### src/rtl/mtfne_pkg.sv
// mtfne_pkg: shared types, constants and the default table contents
// for the move-to-front nibble coder. No dependencies.
package mtfne_pkg;

	localparam int TableSizeMax = 15;
	localparam int TableSizeDef = 15;
	localparam int ByteW        = 8;
	localparam int NibW         = 4;

	localparam logic [NibW-1:0] EscNibble = 4'hF;

	typedef enum logic [1:0] {
		ST_IDLE,
		ST_ONE,
		ST_FIRST,
		ST_SECOND
	} state_t;

	typedef struct packed {
		logic load;
		logic sel_second;
	} cmd_t;

	typedef struct packed {
		logic [1:0] n_next;
	} status_t;

	function automatic logic [ByteW-1:0] default_char(input logic [NibW-1:0] idx);
		logic [ByteW-1:0] c;
		case (idx)
			4'd0:    c = 8'h20; // ' '
			4'd1:    c = 8'h65; // e
			4'd2:    c = 8'h74; // t
			4'd3:    c = 8'h6F; // o
			4'd4:    c = 8'h61; // a
			4'd5:    c = 8'h73; // s
			4'd6:    c = 8'h72; // r
			4'd7:    c = 8'h69; // i
			4'd8:    c = 8'h6E; // n
			4'd9:    c = 8'h63; // c
			4'd10:   c = 8'h6C; // l
			4'd11:   c = 8'h6D; // m
			4'd12:   c = 8'h68; // h
			4'd13:   c = 8'h64; // d
			4'd14:   c = 8'h75; // u
			default: c = 8'h20;
		endcase
		return c;
	endfunction

endpackage

### src/rtl/mtf_nibble_encoder.sv
// mtf_nibble_encoder: top level of the move-to-front nibble coder.
// Depends on mtfne_pkg, mtfne_ctrl and mtfne_dp.
//
//   channel | signals                              | word
//   in      | in_valid, in_ready, in_byte          | one raw byte
//   out     | out_valid, out_ready, out_byte,      | one packed byte, last_of_run
//           | last_of_run                          | marks the final one per input
//
// An input word is taken when in_valid and in_ready are high; its n result
// words (n = 0, 1 or 2) then go out one per cycle while out_ready stays high.
// The controller serialises the result words from two registers.
// arst_n restores the default table and empties the accumulator.
// A stall on out holds the current result word and in_ready stays low.
module mtf_nibble_encoder #(
	parameter int TABLE_SIZE = mtfne_pkg::TableSizeDef
) (
	input  logic                        clk,
	input  logic                        arst_n,
	input  logic                        in_valid,
	output logic                        in_ready,
	input  logic [mtfne_pkg::ByteW-1:0] in_byte,
	output logic                        out_valid,
	input  logic                        out_ready,
	output logic [mtfne_pkg::ByteW-1:0] out_byte,
	output logic                        last_of_run
);

	mtfne_pkg::cmd_t    cmd;
	mtfne_pkg::status_t status;

	mtfne_ctrl u_ctrl (
		.clk         (clk),
		.arst_n      (arst_n),
		.in_valid    (in_valid),
		.in_ready    (in_ready),
		.out_valid   (out_valid),
		.out_ready   (out_ready),
		.last_of_run (last_of_run),
		.status      (status),
		.cmd         (cmd)
	);

	mtfne_dp #(
		.TABLE_SIZE (TABLE_SIZE)
	) u_dp (
		.clk      (clk),
		.arst_n   (arst_n),
		.cmd      (cmd),
		.status   (status),
		.in_byte  (in_byte),
		.out_byte (out_byte)
	);

	a_no_overlap: assert property (@(posedge clk) disable iff (!arst_n)
		out_valid |-> !in_ready)
		else $error("input taken while result pending");

	a_free_after_last: assert property (@(posedge clk) disable iff (!arst_n)
		(out_valid && out_ready && last_of_run) |=> in_ready)
		else $error("not ready after final result");

	a_second_follows: assert property (@(posedge clk) disable iff (!arst_n)
		(out_valid && out_ready && !last_of_run) |=> (out_valid && last_of_run))
		else $error("second result missing");

endmodule

### src/rtl/mtfne_dp.sv
// mtfne_dp: datapath - move-to-front table cells, parallel search,
// nibble accumulator and result word registers. Uses mtfne_pkg.
module mtfne_dp #(
	parameter int TABLE_SIZE = mtfne_pkg::TableSizeDef
) (
	input  logic                          clk,
	input  logic                          arst_n,
	input  mtfne_pkg::cmd_t               cmd,
	output mtfne_pkg::status_t            status,
	input  logic [mtfne_pkg::ByteW-1:0]   in_byte,
	output logic [mtfne_pkg::ByteW-1:0]   out_byte
);

	logic [mtfne_pkg::ByteW-1:0] tbl_q [TABLE_SIZE];
	logic [mtfne_pkg::ByteW-1:0] tbl_d [TABLE_SIZE];
	logic [mtfne_pkg::NibW-1:0]  pend_q, pend_d;
	logic                        full_q, full_d;
	logic [mtfne_pkg::ByteW-1:0] r0_q, r1_q, r0_d, r1_d;
	logic [mtfne_pkg::NibW-1:0]  idx, pos;
	logic                        hit;
	logic [1:0]                  n_d;

	// first match wins
	always_comb begin
		hit = 1'b0;
		idx = '0;
		for (int i = TABLE_SIZE - 1; i >= 0; i--) begin
			if (tbl_q[i] == in_byte) begin
				hit = 1'b1;
				idx = mtfne_pkg::NibW'(i);
			end
		end
		pos = hit ? idx : mtfne_pkg::NibW'(TABLE_SIZE - 1);
	end

	always_comb begin
		tbl_d[0] = in_byte;
		for (int i = 1; i < TABLE_SIZE; i++) begin
			tbl_d[i] = (mtfne_pkg::NibW'(i) <= pos) ? tbl_q[i-1] : tbl_q[i];
		end
	end

	always_comb begin
		r0_d   = '0;
		r1_d   = in_byte;
		pend_d = pend_q;
		full_d = full_q;
		n_d    = 2'd0;
		case ({hit, full_q})
			2'b10: begin
				pend_d = idx;
				full_d = 1'b1;
				n_d    = 2'd0;
			end
			2'b11: begin
				r0_d   = {idx, pend_q};
				full_d = 1'b0;
				n_d    = 2'd1;
			end
			2'b00: begin
				r0_d   = {in_byte[3:0], mtfne_pkg::EscNibble};
				pend_d = in_byte[7:4];
				full_d = 1'b1;
				n_d    = 2'd1;
			end
			2'b01: begin
				r0_d   = {mtfne_pkg::EscNibble, pend_q};
				full_d = 1'b0;
				n_d    = 2'd2;
			end
			default: begin
				n_d = 2'd0;
			end
		endcase
	end

	assign status.n_next = n_d;

	always_ff @(posedge clk or negedge arst_n) begin
		if (!arst_n) begin
			for (int i = 0; i < TABLE_SIZE; i++) begin
				tbl_q[i] <= mtfne_pkg::default_char(mtfne_pkg::NibW'(i));
			end
			pend_q <= '0;
			full_q <= 1'b0;
		end else if (cmd.load) begin
			tbl_q  <= tbl_d;
			pend_q <= pend_d;
			full_q <= full_d;
		end
	end

	always_ff @(posedge clk) begin
		if (cmd.load) begin
			r0_q <= r0_d;
			r1_q <= r1_d;
		end
	end

	assign out_byte = cmd.sel_second ? r1_q : r0_q;

endmodule

### src/rtl/mtfne_ctrl.sv
// mtfne_ctrl: controller FSM - takes one word, then hands out its
// zero to two result words. Uses mtfne_pkg.
module mtfne_ctrl (
	input  logic               clk,
	input  logic               arst_n,
	input  logic               in_valid,
	output logic               in_ready,
	output logic               out_valid,
	input  logic               out_ready,
	output logic               last_of_run,
	input  mtfne_pkg::status_t status,
	output mtfne_pkg::cmd_t    cmd
);

	mtfne_pkg::state_t state_q, state_d;

	always_comb begin
		state_d = state_q;
		case (state_q)
			mtfne_pkg::ST_IDLE: begin
				if (in_valid) begin
					case (status.n_next)
						2'd1:    state_d = mtfne_pkg::ST_ONE;
						2'd2:    state_d = mtfne_pkg::ST_FIRST;
						default: state_d = mtfne_pkg::ST_IDLE;
					endcase
				end
			end
			mtfne_pkg::ST_FIRST: begin
				if (out_ready) state_d = mtfne_pkg::ST_SECOND;
			end
			mtfne_pkg::ST_ONE, mtfne_pkg::ST_SECOND: begin
				if (out_ready) state_d = mtfne_pkg::ST_IDLE;
			end
			default: state_d = mtfne_pkg::ST_IDLE;
		endcase
	end

	always_comb begin
		in_ready       = (state_q == mtfne_pkg::ST_IDLE);
		out_valid      = (state_q != mtfne_pkg::ST_IDLE);
		last_of_run    = state_q inside {mtfne_pkg::ST_ONE, mtfne_pkg::ST_SECOND};
		cmd.load       = (state_q == mtfne_pkg::ST_IDLE) && in_valid;
		cmd.sel_second = (state_q == mtfne_pkg::ST_SECOND);
	end

	always_ff @(posedge clk or negedge arst_n) begin
		if (!arst_n) begin
			state_q <= mtfne_pkg::ST_IDLE;
		end else begin
			state_q <= state_d;
		end
	end

endmodule

### config.mk
export PLATFORM = sky130hd
export DESIGN_NAME = mtf_nibble_encoder
export DESIGN_NICKNAME = d
export VERILOG_FILES = /design/src/rtl/mtfne_pkg.sv /design/src/rtl/mtf_nibble_encoder.sv /design/src/rtl/mtfne_dp.sv /design/src/rtl/mtfne_ctrl.sv
export SDC_FILE = /design/constraint.sdc
export NUM_CORES = 1
export LEC_CHECK = 0
export BUFFER_PORTS_ARGS = -buffer_cell sky130_fd_sc_hd__clkbuf_2
export CAP_MARGIN = 20
export CORE_MARGIN = 1.5
export CORE_UTILIZATION = 40
export CTS_BUF_LIST = sky130_fd_sc_hd__clkbuf_2 sky130_fd_sc_hd__clkbuf_4 sky130_fd_sc_hd__clkbuf_8
export CTS_CLUSTER_SIZE = 24
export DETAILED_ROUTE_END_ITERATION = 8
export HOLD_SLACK_MARGIN = 0.15
export PLACE_DENSITY = 0.52
export SETUP_SLACK_MARGIN = 0.15
export SLEW_MARGIN = 5
export SYNTH_ARGS = -nofsm -noshare
export SYNTH_HDL_FRONTEND = slang
export SYNTH_SLANG_ARGS = --single-unit
### constraint.sdc
create_clock -name clk -period 3.3 [get_ports clk]
set_input_delay 0.99 -clock clk [delete_from_list [all_inputs] [get_ports clk]]
set_output_delay 0.99 -clock clk [all_outputs]
set_load 0.02 [all_outputs]
After elaboration in Yosys (flattened, before gate mapping)
Cells that the tools add are included.
Storage, ports and cells
  register bits after elaboration: 143
  bits of input ports: 12
  output and inout bits: 11
  word-level logic and storage cells: 127
Cells by class
  magnitude comparators: 14
  eq/ne operators: 26
  multiplexer cells: 41
  reduce and logical (&&, ||, !) cells: 26
Operators by type and width (count)
  $eq A8 B8 Y1: 15
  $mux W4: 16
  $reduce_and A2 Y1: 15
  $le A4 B4 Y1 const A: 7
  $pmux W8 S3: 1
  $le A3 B4 Y1 const A: 4
  $mux W1: 15
  $pmux W2 S3: 2
  $eq A2 B2 Y1 const B: 5
  $le A2 B4 Y1 const A: 2
  $mux W8: 1
  $pmux W4 S2: 1
  $reduce_or A2 Y1: 4
  $eq A2 B1 Y1 const B: 3
  $mux W2: 3
  $ne A2 B2 Y1 const B: 3
  $reduce_bool A2 Y1: 3
  $le A1 B4 Y1 const A: 1
  $logic_not A2 Y1: 2
  $pmux W2 S2: 1
  $reduce_and A3 Y1: 1
  $pmux W1 S2: 1
  $logic_and A1 B1 Y1: 1

Logic depth before layout (Yosys ltp)
  word-level depth: 23
  gate-level depth with buffers: 14
  gate-level depth less buffers: 11

Modules after synthesis
Synthesis repeated with hierarchy kept, for this count alone.
Unflattened totals
  cell total of the unflattened synthesis: 667
  area total of the unflattened synthesis: 7911.3 µm²
By module, submodules not included
  mtfne_dp: instances 1, cells an instance 653, area an instance 7777.5 µm², seq. area each 3683.5 µm²
  mtfne_ctrl: instances 1, cells an instance 14, area an instance 133.9 µm², seq. area each 50.0 µm²

Worst setup path before layout
OpenSTA, ideal clock, no wires.
  path type: in2reg
  start: in in_byte[2] (netlist bit)
  end: reg u_dp.pend_q[1] (netlist bit)
  library setup time: 0.121 ns
  data arrival time: 3.310 ns
  data required time: 3.179 ns
  slack: -0.131 ns
  stages on the path: 13
  buffers on the path: 3
  path through: buf_6 > buf_6 > xor2_1 > nor4_1 > nand2_1 > nand4b_1 > or2_2 > or3_1 > inv_1 > ha_1 > clkbuf_1 > o21ai_0 > a22o_1
On the way
  word-level cells in the longest chain between the ends: 19
  elaborated cells between the ends (all ways): 50
  classes of those cells: eq/ne (16); mux (31); reduce/logical (3)
Ends and longest elaborated chain
  start: declaration: RTL line mtf_nibble_encoder.sv:21  | input logic [mtfne_pkg::ByteW-1:0] in_byte,
  $eq A8 B8 Y1: RTL line mtfne_dp.sv:28  | if (tbl_q[i] == in_byte) begin
  $mux W1 (15 in a row): RTL line mtfne_dp.sv:28
  $eq A2 B2 Y1 / $logic_not A2 Y1 (equally long branches): RTL line mtfne_dp.sv:49  | case ({hit, full_q})
  $reduce_bool A2 Y1 (no source line)
  $reduce_and A2 Y1 (no source line)
  end signal: assignment: RTL line mtfne_dp.sv:88  | pend_q <= pend_d;
  end: declaration: RTL line mtfne_dp.sv:16  | logic [mtfne_pkg::NibW-1:0] pend_q, pend_d;
Parallel ways exist; a longest one is shown, timed or not.
A chain may end at the register's enable or synchronous reset.

Worst setup path in the final report
  start: in in_byte[2] (netlist bit)
  end: reg u_dp.tbl_q[28] (netlist bit)
On the way
  word-level cells in the longest chain between the ends: 19
  elaborated cells between the ends (all ways): 48
  classes of those cells: order compare (1); eq/ne (15); mux (31); reduce/logical (1)
Ends and longest elaborated chain
  $eq A8 B8 Y1: RTL line mtfne_dp.sv:28
  $mux W1 / $mux W4 (equally long branches) (15 in a row): RTL line mtfne_dp.sv:28
  $mux W4 *: RTL line mtfne_dp.sv:33  | pos = hit ? idx : mtfne_pkg::NibW'(TABLE_SIZE - 1);
  $le A4 B4 Y1 *: RTL line mtfne_dp.sv:39  | tbl_d[i] = (mtfne_pkg::NibW'(i) <= pos) ? tbl_q[i-1] : tbl_q[i];
  $reduce_and A2 Y1 (no source line) *
  end signal: indexed assignment: RTL line mtfne_dp.sv:82  | tbl_q[i] <= mtfne_pkg::default_char(mtfne_pkg::NibW'(i));
  end signal: assignment: RTL line mtfne_dp.sv:87  | tbl_q <= tbl_d;
  end: declaration: RTL line mtfne_dp.sv:14  | logic [mtfne_pkg::ByteW-1:0] tbl_q [TABLE_SIZE];
Every way passes the cells marked *; elsewhere a longest branch is shown, timed or not.

==> run_results.csv <==
group,metric,value,unit
timing,hold_violations,0,
hold_path,holdCritStartpoint,"u_dp.tbl_q[117]$_DFFE_PN1P_",
drt,wl,17800,µm
hold_path,holdPathStages,2,
drt,via_count,4727,
timing,drv_slew,0,
drt,avgRoutedWirePerCell,19.2,µm
timing,max_slew_margin,58.3,%
cts,htree_levels,4,
finish,seqCellArea,3730,µm²
logic_synthesis,netlist_area,7460,µm²
logic_synthesis,synthCells,582,
power,cellLeakagePower,0.00410,µW
global_routing,grt_max_degree,55,
run,maxCapViolCount,0,
outcome,outcome,"complete, but fails checks",
worst_setup_path,crit_fanout,8,
logic_synthesis,synth-edff-count,16,
global_routing,grt_pass1_vias,5110,
worst_setup_path,r2r-end,"u_dp.tbl_q[28]$_DFFE_PN0P_",
timing,hold_slack,0.479,ns
worst_setup_path,reg2reg_depth,10,
timing,fin_skew,0.0112,ns
cts,cts.path.max_buffers,2,
finish,syn2layout_area_growth,25.8,%
cts,cts_hold_buf,0,
finish,drive_gt1_share,53.1,%
floorplan,fp.coreArea,18100,µm²
placed_design,place_hpwl,12300,µm
timing,setup_viol,0,
power,ir_drop,359,µV
cts,cts_made_buffers,17,
worst_setup_path,worstSetupStartpointType,"primary input",
logic_synthesis,seq_area_frac_synth,50.0,%
drt,avgViaCountPerCell,5.09,
global_routing,grt_usage,18.8,%
power,internal_power,4700,µW
drt,first_iter_violations,197,
logic_synthesis,synth_area_leader_cell,"dfrtp_1",
global_routing,grt_pass1_wl,28300,µm
power,p_comb_share,37.1,%
floorplan,initial_core_util,41.1,%
timing,fmax,0.321,GHz
finish,multi_input_area,3780,µm²
floorplan,num_rows,49,
worst_setup_path,cp.required,3.63,ns
drt,drc,3,
floorplan,fp.dieW,140,µm
power,clockPowerShare,19.8,%
drt,drt_pre_antenna_iters,6,
logic_synthesis,avgSynthCellArea,12.8,µm²
logic_synthesis,ys_async_sr_fraction,88.8,%
floorplan,fp.dieArea,19500,µm²
worst_setup_path,path_class,"in2reg",
logic_synthesis,ys_top_cells_by_area,"dfrtp_1 (22%), dfstp_2 (21%), mux2_2 (17%), xor2_1 (8.5%), edfxtp_1 (6.4%)",
cts,path_clk_slew,0.08,ns
global_routing,antenna_found_initial,0,
worst_setup_path,endpoint_kind,"flip-flop",
drt,ant_nets,0,
hold_path,min_to,"u_dp.tbl_q[117]$_DFFE_PN1P_",
finish,fin_nets,703,
power,switching_share,33.8,%
logic_synthesis,synthDistinctLibCells,57,
cts,clock_latency,0.45,ns
power,power,7100,µW
logic_synthesis,yosys_warnings,0,
floorplan,io_pins,23,
finish,num_antenna_cells,0,
cts,cts_sinks,143,
power,p_sw,2400,µW
timing,rsz0062_at_grt,"true",
timing,min_period,3.11,ns
placed_design,globalplace.congestion,0.808,
floorplan,die_h,140,µm
power,p_seq_share,43.1,%
cts,root_buffer,"clkbuf_8",
placed_design,port_buffers,22,
outcome,failed_checks,"DRC",
worst_setup_path,rrSetupSlack,0.50,ns
power,powerDensity,757,nW/µm²
logic_synthesis,yosysTopAreaCellShare,22.5,%
logic_synthesis,ys.flop_type,"dfrtp_1",
cts,cts_tree,"built",
timing,fin_crit_sh,94.3,%
timing,max_slew.worst_pin.slew,0.626,ns
worst_setup_path,timing.rr.start,"u_dp.tbl_q[10]$_DFFE_PN1P_",
finish,nFillCells,1601,
global_routing,overflow,0,
logic_synthesis,synthesis.nets,599,
logic_synthesis,synth_seq_cells,143,
worst_setup_path,worstPathArrival,3.44,ns
hold_path,hp-class,"reg2reg",
-- per-layer routing --
metal  GRT usage, %  vias to the layer above  wire length [µm]  share of wire (%)
li1               -                     2255                 -                  -
met1           26.5                     2387              8760                 49
met2           29.4                       64              8320                 47
met3           3.79                       21               439                2.5
met4           5.32                        0               325                1.8
met5              0                        -                 0                  0
-- power groups by stage --
| stage | logic (µW) | clock network, µW | registers [µW] |
|---|---|---|---|
| floorplan | 1900 | 0 | 2890 |
| global placement | 2490 | 0 | 3080 |
| detailed placement | 2520 | 0 | 3090 |
| CTS | 2540 | 1450 | 3060 |
| global route | 2870 | 1530 | 3140 |
| finish | 2630 | 1410 | 3070 |
-- worst max-delay path, stage by stage --
cell and delay, ns:
buf_12 0.11, buf_12 0.13, xor2_1 0.15, nor4_1 0.30, nand2_1 0.18, nand4_1 0.22, a311oi_2 0.17, o31a_4 0.43
buf_4 0.15, a31oi_4 0.14, buf_12 0.16, mux2_4 0.29
-- placed cells by master, fill, tap and decap left out, types with 5 or more instances in the layout --
cell type | Yosys | routed
nand2_1 | 39 | 39
nor4_2 | 0 | 9
clkbuf_8 | 0 | 17
a21oi_1 | 10 | 10
edfxtp_1 | 16 | 16
xor2_1 | 72 | 67
nor2_1 | 13 | 11
o21ai_0 | 7 | 6
nor4_1 | 18 | 9
mux2_4 | 0 | 42
dfstp_2 | 60 | 60
nand4_1 | 13 | 13
xor2_2 | 0 | 5
clkbuf_2 | 0 | 15
buf_12 | 0 | 21
inv_1 | 8 | 7
xnor2_1 | 48 | 46
mux2_2 | 111 | 78
buf_6 | 16 | 6
buf_4 | 2 | 68
dfrtp_1 | 67 | 67
-- per-stage QoR --
step / cell area, µm² / setup TNS, ns / cells / util, % / worst slack, ns
floorplan: 7740 / 0 / 582 / - / 0.0141
global placement: 8610 / -22.44 / 879 / 47.4 / -0.332
detailed placement: 8610 / -22.71 / 879 / 47.4 / -0.346
CTS: 9010 / 0 / 912 / 49.6 / 0.155
global route: 9390 / 0 / 928 / 51.7 / 0.133
finish: 9390 / 0 / 928 / 51.7 / 0.189
-- registers in the layout, indices dropped and copies added, names as in the netlist --
register / cells
u_dp.full_q: 1
u_dp.tbl_q: 120
u_dp.r1_q: 8
u_ctrl.state_q: 2
u_dp.pend_q: 4
u_dp.r0_q: 8
-- logic make-up (layout without fill, tap and decap cells) --
group / count (synthesis) / after routing / synth area share [%]
buffers and inverters: 37 / 154 / 3.79
multiplexers: 120 / 120 / 18.1
adder cells (fa/ha/maj): 5 / 5 / 0.839
AND/OR/NAND/NOR: 106 / 106 / 7.48
flip-flops: 143 / 143 / 50.0
AO/OA/AOI/OAI: 51 / 51 / 5.65
XOR/XNOR: 120 / 120 / 14.1
-- area by class of cell --
type	count	share of cell area [%]
clock inverters	12	1.44
multi-input cells	402	40.3
flip-flops and latches	143	39.8
well taps	229	3.05
repair buffers	114	12.4
clock buffers	20	2.73
inverters	8	0.320
-- worst max-delay path by stage --
stage | depth (start not counted) | slack [ns] | end | start
4_1_cts | 10 | 0.15 | u_dp.tbl_q[7]$_DFFE_PN0P_ | in_byte[4]
5_1_grt | 12 | 0.13 | u_dp.tbl_q[78]$_DFFE_PN1P_ | in_byte[5]
3_5_place_dp | 10 | -0.35 | u_dp.tbl_q[7]$_DFFE_PN0P_ | in_byte[4]
2_1_floorplan | 10 | 0.01 | u_dp.tbl_q[74]$_DFFE_PN0P_ | in_byte[0]
3_3_place_gp | 10 | -0.33 | u_dp.tbl_q[1]$_DFFE_PN0P_ | in_byte[4]
6_report | 12 | 0.19 | u_dp.tbl_q[28]$_DFFE_PN0P_ | in_byte[2]
-- cells in the mapped netlist, drive strengths merged, types with 3 or more instances --
| cell type | instances |
|---|---|
| o21ai | 8 |
| edfxtp | 16 |
| nor4 | 18 |
| mux2 | 120 |
| dfrtp | 67 |
| inv | 8 |
| nor2 | 14 |
| ha | 5 |
| or2 | 3 |
| o21a | 4 |
| a22oi | 3 |
| a21o | 4 |
| nor2b | 4 |
| and2 | 3 |
| xnor2 | 48 |
| nand3 | 3 |
| a31oi | 4 |
| clkbuf | 5 |
| buf | 24 |
| a21oi | 11 |
| xor2 | 72 |
| nand2 | 39 |
| nand4 | 13 |
| dfstp | 60 |
-- timing repair --
action                                  CTS  global route
gates cloned                              0             3
buffers inserted                          1            13
resized for setup                         0            55
endpoints found under the setup margin    6            75
endpoints found under the hold margin     0             0
pin swaps                                 3            19
(Power assumes the default switching activity.)
